[src/rtl/smdh_pkg.sv]
`timescale 1ns / 1ps

package smdh_pkg;

  localparam int unsigned ROLLS_DEF      = 256;
  localparam int unsigned DIGIT_BASE_DEF = 64;

  localparam int unsigned OP_W      = 2;
  localparam int unsigned BIN_W     = 9;
  localparam int unsigned LEN_W     = 9;
  localparam int unsigned CNT_W     = 64;
  localparam int unsigned RATE_W    = 8;
  localparam int unsigned MOD_W     = RATE_W + 1;
  localparam int unsigned CFG_IDX_W = 4;
  localparam int unsigned HIST_BINS = 257;

  localparam logic [LEN_W-1:0] MAX_LEN = 9'd256;

  localparam logic [OP_W-1:0] OP_GEN     = 2'd0;
  localparam logic [OP_W-1:0] OP_READ    = 2'd1;
  localparam logic [OP_W-1:0] OP_RESTART = 2'd2;

  localparam logic [CFG_IDX_W-1:0] CFG_RATE = 4'd0;
  localparam logic [CFG_IDX_W-1:0] CFG_SEED = 4'd1;

  localparam logic [RATE_W-1:0] RATE_RST = 8'd65;

  localparam logic [CNT_W-1:0] GAMMA = 64'h9e3779b97f4a7c15;
  localparam logic [CNT_W-1:0] MUL_A = 64'hbf58476d1ce4e5b9;
  localparam logic [CNT_W-1:0] MUL_B = 64'h94d049bb133111eb;
  localparam int unsigned SHIFT_A = 30;
  localparam int unsigned SHIFT_B = 27;
  localparam int unsigned SHIFT_C = 31;

  typedef enum logic [1:0] {
    CMD_GEN,
    CMD_READ,
    CMD_RESTART,
    CMD_NOP
  } cmd_e;

  typedef struct packed {
    cmd_e             kind;
    logic [BIN_W-1:0] bin;
    logic             bin_ok;
  } cmd_t;

  typedef enum logic [2:0] {
    ST_IDLE,
    ST_ROLL,
    ST_DRAIN,
    ST_LOOKUP,
    ST_RESULT
  } back_state_e;

  typedef struct packed {
    logic idle;
    logic rolling;
  } back_stat_t;

endpackage

[src/rtl/smdh_front.sv]
`timescale 1ns / 1ps

module smdh_front (
  input  logic                       clk_i,
  input  logic                       rst_ni,
  input  logic                       in_valid_i,
  output logic                       in_stall_o,
  input  logic [smdh_pkg::OP_W-1:0]  op_i,
  input  logic [smdh_pkg::BIN_W-1:0] bin_index_i,
  output logic                       cmd_valid_o,
  output smdh_pkg::cmd_t             cmd_o,
  input  logic                       cmd_pop_i
);
  import smdh_pkg::*;

  localparam int unsigned QDEPTH = 2;
  localparam int unsigned PTR_W  = $clog2(QDEPTH);
  localparam int unsigned QCNT_W = $clog2(QDEPTH + 1);

  cmd_t              q_mem_q [QDEPTH];
  logic [PTR_W-1:0]  wr_ptr_q, wr_ptr_d;
  logic [PTR_W-1:0]  rd_ptr_q, rd_ptr_d;
  logic [QCNT_W-1:0] count_q, count_d;
  cmd_t              cls;
  logic              push;
  logic              pop;

  // decode the beat into a command for the back end
  always_comb begin
    cls.bin    = bin_index_i;
    cls.bin_ok = bin_index_i < BIN_W'(HIST_BINS);
    case (op_i)
      OP_GEN:     cls.kind = CMD_GEN;
      OP_READ:    cls.kind = CMD_READ;
      OP_RESTART: cls.kind = CMD_RESTART;
      default:    cls.kind = CMD_NOP;
    endcase
  end

  assign in_stall_o  = count_q == QCNT_W'(QDEPTH);
  assign cmd_valid_o = count_q != '0;
  assign cmd_o       = q_mem_q[rd_ptr_q];
  assign push        = in_valid_i && !in_stall_o;
  assign pop         = cmd_pop_i && cmd_valid_o;

  always_comb begin
    wr_ptr_d = push ? wr_ptr_q + PTR_W'(1) : wr_ptr_q;
    rd_ptr_d = pop ? rd_ptr_q + PTR_W'(1) : rd_ptr_q;
    count_d  = count_q + QCNT_W'(push) - QCNT_W'(pop);
  end

  always_ff @(posedge clk_i or negedge rst_ni) begin
    if (!rst_ni) begin
      wr_ptr_q <= '0;
      rd_ptr_q <= '0;
      count_q  <= '0;
    end else begin
      wr_ptr_q <= wr_ptr_d;
      rd_ptr_q <= rd_ptr_d;
      count_q  <= count_d;
    end
  end

  always_ff @(posedge clk_i) begin
    if (push) begin
      q_mem_q[wr_ptr_q] <= cls;
    end
  end

endmodule

[config.mk]
export PLATFORM = sky130hd
export DESIGN_NAME = smdh_front
export DESIGN_NICKNAME = d
export VERILOG_FILES = /design/src/rtl/smdh_pkg.sv /design/src/rtl/smdh_front.sv
export SDC_FILE = /design/constraint.sdc
export NUM_CORES = 1
export LEC_CHECK = 0
export BUFFER_PORTS_ARGS = -buffer_cell sky130_fd_sc_hd__buf_2
export CAP_MARGIN = 40
export CORE_MARGIN = 3
export CORE_UTILIZATION = 25
export CTS_CLUSTER_DIAMETER = 200
export DETAILED_ROUTE_END_ITERATION = 8
export HOLD_SLACK_MARGIN = 0.08
export PLACE_DENSITY_LB_ADDON = 0.05
export RECOVER_POWER = 50
export SYNTH_ARGS = -nofsm -noshare
export SYNTH_HDL_FRONTEND = slang
export SYNTH_SLANG_ARGS = --single-unit
[constraint.sdc]
create_clock -name clk_i -period 1.5 [get_ports clk_i]
set_input_delay 0.15 -clock clk_i [delete_from_list [all_inputs] [get_ports clk_i]]
set_output_delay 0.15 -clock clk_i [all_outputs]
set_load 0.01 [all_outputs]
-- Word level (Yosys, flattened, before mapping)
Memory sizes are Yosys's and may differ from the RTL's.
Index checks and enable logic that the tools add are counted.
- bits in registers: 4
- bits in latches: 0
- bits in writable memories: 24
- bits in read-only memories: 0
- output and inout bits: 14
- logic and storage cells: 20
- memories kept: 1
- memory list (name ; words ; bits a word ; read ports ; clocked after Yosys merged registers in ; write ports ; line ; source):
    q_mem_q ; 2 ; 12 ; 1 ; 0 ; 1 ; smdh_front.sv:20 ; cmd_t q_mem_q [QDEPTH];
- add/subtract/negate cells: 4
- multiply operators: 0
- divide/modulo/power cells: 0
- order comparisons: 1
- equality and inequality tests: 3
- shift-type cells: 0
- multiplexer cells: 3
- bitwise gates (word level): 0
- reduce and logical (&&, ||, !) cells: 5
- operators with widths (kind ; number):
    9-bit < comparator, second input constant ; 1
    2-bit one-hot mux with 3 select lines ; 1
    2-bit equality test, second input constant ; 2
    1-bit adder, second input constant ; 2
    2-bit by 1-bit adder with 2-bit output ; 1
    2-bit by 1-bit equality test with 1-bit output, second input constant ; 1
    1-bit logical AND ; 2
    2-bit logical NOT ; 1
    1-bit two-way mux ; 2
    2-bit nonzero test ; 1
    2-bit by 1-bit subtractor with 2-bit output ; 1
    1-bit logical NOT ; 1

-- Logic depth before layout (Yosys ltp)
- depth after elaboration: 5
- mapped depth: 7
- gate-level depth less buffers: 7

-- Worst setup path after synthesis
No wires, ideal clock.
- path type: flip-flop to flip-flop
- start point: reg count_q[1]
- end point: reg count_q[1]
- arrival time: 1588 ps
- path slack: -210 ps
- stages on the path, launching flop included: 8
- buffers on the path: 0
- clock period less this slack: 1710 ps
- cells stage by stage: dfrtp_1 > or2_2 > and2_4 > ha_1 > inv_1 > ha_1 > xnor2_1 > xnor2_1
- RTL lines (element ; line ; source):
    start: declaration ; smdh_front.sv:23 ; logic [QCNT_W-1:0] count_q, count_d;
    start signal: assignment ; smdh_front.sv:60 ; count_q <= count_d;
    2-bit nonzero test ; smdh_front.sv:41 ; assign cmd_valid_o = count_q != '0;
    via cmd_valid_o ; smdh_front.sv:10 ; output logic cmd_valid_o,
    1-bit logical AND ; smdh_front.sv:44 ; assign pop = cmd_pop_i && cmd_valid_o;
    via pop ; smdh_front.sv:26 ; logic pop;
    2-bit by 1-bit subtractor with 2-bit output ; smdh_front.sv:49 ; count_d = count_q + QCNT_W'(push) - QCNT_W'(pop);
    via count_d[1] ; smdh_front.sv:23 ;
The timed path passes the listed nets, and every way through them passes these cells.
A chain may end at the register's enable or synchronous reset.

-- Worst setup path after layout
- start point: reg count_q[0]
- end point: reg count_q[1]
- RTL lines (element ; line):
    2-bit nonzero test ; smdh_front.sv:41
    1-bit logical AND ; smdh_front.sv:44
    via pop ; smdh_front.sv:26
    2-bit by 1-bit subtractor with 2-bit output ; smdh_front.sv:49
    via count_d[1] ; smdh_front.sv:23
The timed path passes the listed nets, and every way through them passes these cells.

==> flow_metrics.py <==
metrics = {
    "synthesis": {
        "syn_inst": 60,
        "synth_cell_types": 17,
        "synth_flop_cell": "edfxtp_1",
        "synth_top_area_cell": "edfxtp_1",
        "ys_warn_count": 0,
        "synth_commonest_cells": "edfxtp_1 (24), mux2_2 (12), dfrtp_1 (4), xnor2_1 (3)",
        "syn_avg_cell_area_sq_um": 18.2,
        "synth-seq-cells": 28,
        "synth_top_area_share_pct": 65.9,
        "synth_edf_count": 24,
        "syn_area_sq_mm": 0.00109,
        "yosys-top-cells-area": "edfxtp_1 (66%), mux2_2 (12%), dfrtp_1 (9.2%)",
        "postSynth.asyncResetShare_pct": 14.3,
        "yosysSeqAreaShare_pct": 75.1,
        "yosysMostFrequentCell": "edfxtp_1",
        "synth_fp_nets": 77,
    },
    "place": {
        "placed_cell_area_sq_mm": 0.00137,
        "io_buffers": 28,
        "dp_hpwl_mm": 1.45,
        "globalplace.congestion": 0.653,
    },
    "sta": {
        "hold_violations": 0,
        "min_period_over_period_pct": 105,
        "maxSlewHeadroom_pct": 79.7,
        "tightest_slew_ns": 0.305,
        "finalCriticalPeriod_ns": 1.57,
        "max_freq_mhz": 635,
        "clock_skew_ns": 0.00163,
        "finalSetupViolCount": 1,
        "maxSlewViolCount": 0,
        "rsz0062_at_grt": "true",
        "layout_setup_ws_ns": -0.0741,
    },
    "power": {
        "switchingPower_uw": 793,
        "power_frac_comb_pct": 42.4,
        "p_clk_share_pct": 14.8,
        "vdd_drop_max_uv": 522,
        "p_total_uw": 2680,
        "seq_power_share_pct": 42.8,
        "netSwitchingFraction_pct": 29.6,
        "power.internal_uw": 1890,
        "leakagePower_uw": 0.000567,
        "power_density_mw_per_mm2": 1770,
    },
    "layout": {
        "utilization_pct": 36.8,
        "n_antenna_cell": 0,
        "num-fill-cells": 416,
        "area_growth_pct": 38.6,
        "final_nets": 124,
        "drive_gt1_share_pct": 46.2,
        "stdcell_area_sq_mm": 0.00152,
    },
    "global_routing": {
        "grt_antenna_before_repair": 0,
        "grtUsageTotal_pct": 8.86,
        "grt_overflow_total": 0,
        "grt_start_max_net_pins": 16,
        "grt_pass1_vias": 692,
        "grt_pass1_wl_mm": 3.44,
    },
    "floorplanning": {
        "coreArea_sq_mm": 0.00412,
        "die_area_sq_mm": 0.00520,
        "io_pins": 29,
        "start_util_pct": 26.6,
        "die_h_um": 72.1,
        "die_w_um": 72.1,
        "std_cell_rows": 23,
    },
    "critical_path": {
        "critPathRequiredTime_ns": 1.66,
        "crit_type": "reg2reg",
        "path_depth": 7,
        "arrival_ns": 1.73,
        "critPathLaunch": "count_q[0]",
        "crit_fanout": 3,
        "timing.critical_path.cells": "or2_4, and2_4, ha_4, inv_2, ha_4, xnor2_2, xnor2_1",
        "reg2reg_to": "count_q[1]",
        "reg2reg_from": "count_q[0]",
        "critPathCaptureType": "flop",
        "crit_end": "count_q[1]",
        "cp-start-kind": "flop",
        "crit_path_frequent_cell": "ha_4",
        "cp_slowest_cell": "dfrtp_1",
        "max_stage_delay_ns": 0.39,
        "r2r_slack_ns": -0.07,
        "cp_top_family": "simple AND/OR/NAND/NOR gates",
        "r2r_cells": 7,
        "worst-path-buf-inv": 1,
    },
    "routing": {
        "via_count": 632,
        "postRouteWirelength_mm": 1.98,
        "wl_per_cell_um": 12.7,
        "drtAntennaViolNets": 0,
        "viasPerCell": 4.05,
        "first_pass_iters": 4,
        "drc": 0,
        "dr.first_iter.drc_count": 16,
    },
    "worst_hold_path": {
        "min_path_type": "in2reg",
    },
    "cts": {
        "clk_path_buf_depth": 2,
        "cts_root_buffer": "clkbuf_8",
        "numCtsBuffers": 3,
        "htree_num_levels": 1,
        "clock_sinks": 28,
        "insertion_delay_ns": 0.26,
        "clkSlewWorstSetupHoldPaths_ns": 0.09,
        "cts_tree": "built",
    },
    "outcome": {
        "outcome": "complete, but fails checks",
        "violations": "negative setup slack",
    },
    "job": {
        "max_cap_violations": 0,
    },
}
## metal layers
layer / vias up / GRT usage, % / routed length, um
li1: 315 / - / -
met1: 300 / 10.5 / 890
met2: 15 / 15.3 / 991
met3: 2 / 2.08 / 77
met4: 0 / 3.76 / 16
met5: - / 0 / 0
## layout make-up
class                   instances  area [sq um]  share of cell area (%)
well taps                      50          62.6                    4.13
inverters                       2          7.51                   0.495
multi-input cells              27           289                    19.1
clock buffers                   3          41.3                    2.73
flip-flops and latches         28           821                    54.2
repair buffers                 45           290                    19.2
clock inverters                 1          3.75                   0.248
## cells in the final DEF (no fill, tap or decap), types with 2 or more instances in the layout
master / netlist / layout
buf_2: 0 / 16
buf_4: 1 / 7
clkbuf_1: 2 / 11
clkbuf_8: 0 / 3
dfrtp_1: 4 / 4
dlygate4sd3_1: 0 / 8
edfxtp_1: 24 / 24
ha_4: 0 / 2
mux2_2: 12 / 12
or4_1: 2 / 2
xnor2_1: 3 / 2
## power groups by stage
stage / sequential, uW / clock (uW) / combinational, uW
final: 1150 / 396 / 1140
after global routing: 1180 / 455 / 1260
after CTS: 1140 / 423 / 1130
after detailed placement: 1160 / 0 / 1050
after global placement: 1150 / 0 / 1060
after floorplan: 1160 / 0 / 637
## sequential cells by signal, summed over array words and instances (netlist names)
name and cells:
rd_ptr_q 1, wr_ptr_q 1, count_q 2, q_mem_q 24
## stage by stage
stage	hold WS [ns]	TNS (ns)	instances	setup slack [ns]
after floorplan	-0.146	-0.619	60	-0.0902
after global placement	-0.0352	-0.0762	143	-0.0762
after detailed placement	-0.0365	-0.0911	143	-0.0911
after CTS	0.0809	-0.102	155	-0.102
after global routing	0.142	-0.149	156	-0.145
final	0.123	-0.0741	156	-0.0741
## worst reg2reg max path, delay by kind of cell, from the launching register on
kind / cells / cell delay, ns
simple gates: 2 / 0.40
fa+ha+maj: 2 / 0.40
flops: 1 / 0.39
xor+xnor: 2 / 0.25
buf+inv: 1 / 0.04
## timing repair
action | in CTS | in global routing
hold buffers | 7 | 1
gates resized for setup | 2 | 6
endpoints found under the hold margin | 16 | 2
endpoints found under the setup margin | 3 | 32
pin swaps | 3 | 1
setup buffers | 1 | 0
## kinds of logic after synthesis
| family | after synthesis | share of synthesized area, % |
|---|---|---|
| muxes | 12 | 12.4 |
| AOI/OAI and AO/OA | 1 | 0.457 |
| DFF | 28 | 75.1 |
| buffers and inverters | 5 | 2.06 |
| adders and majority gates | 2 | 2.29 |
| and+or+nand+nor | 8 | 4.58 |
| xor gates and xnor gates | 4 | 3.20 |
## how the worst min path moves through the flow
stage                         startpoint             to  slack (ns)  cells after the start
after global routing      bin_index_i[8]  q_mem_q[1][9]        0.14                      1
after CTS                 bin_index_i[1]  q_mem_q[0][2]        0.08                      1
final                     bin_index_i[4]  q_mem_q[1][5]        0.12                      1
after floorplan                   rst_ni     count_q[0]       -0.15                      0
after global placement            rst_ni       rd_ptr_q       -0.04                      1
after detailed placement          rst_ni       rd_ptr_q       -0.04                      1
(Power assumes the default switching activity.)
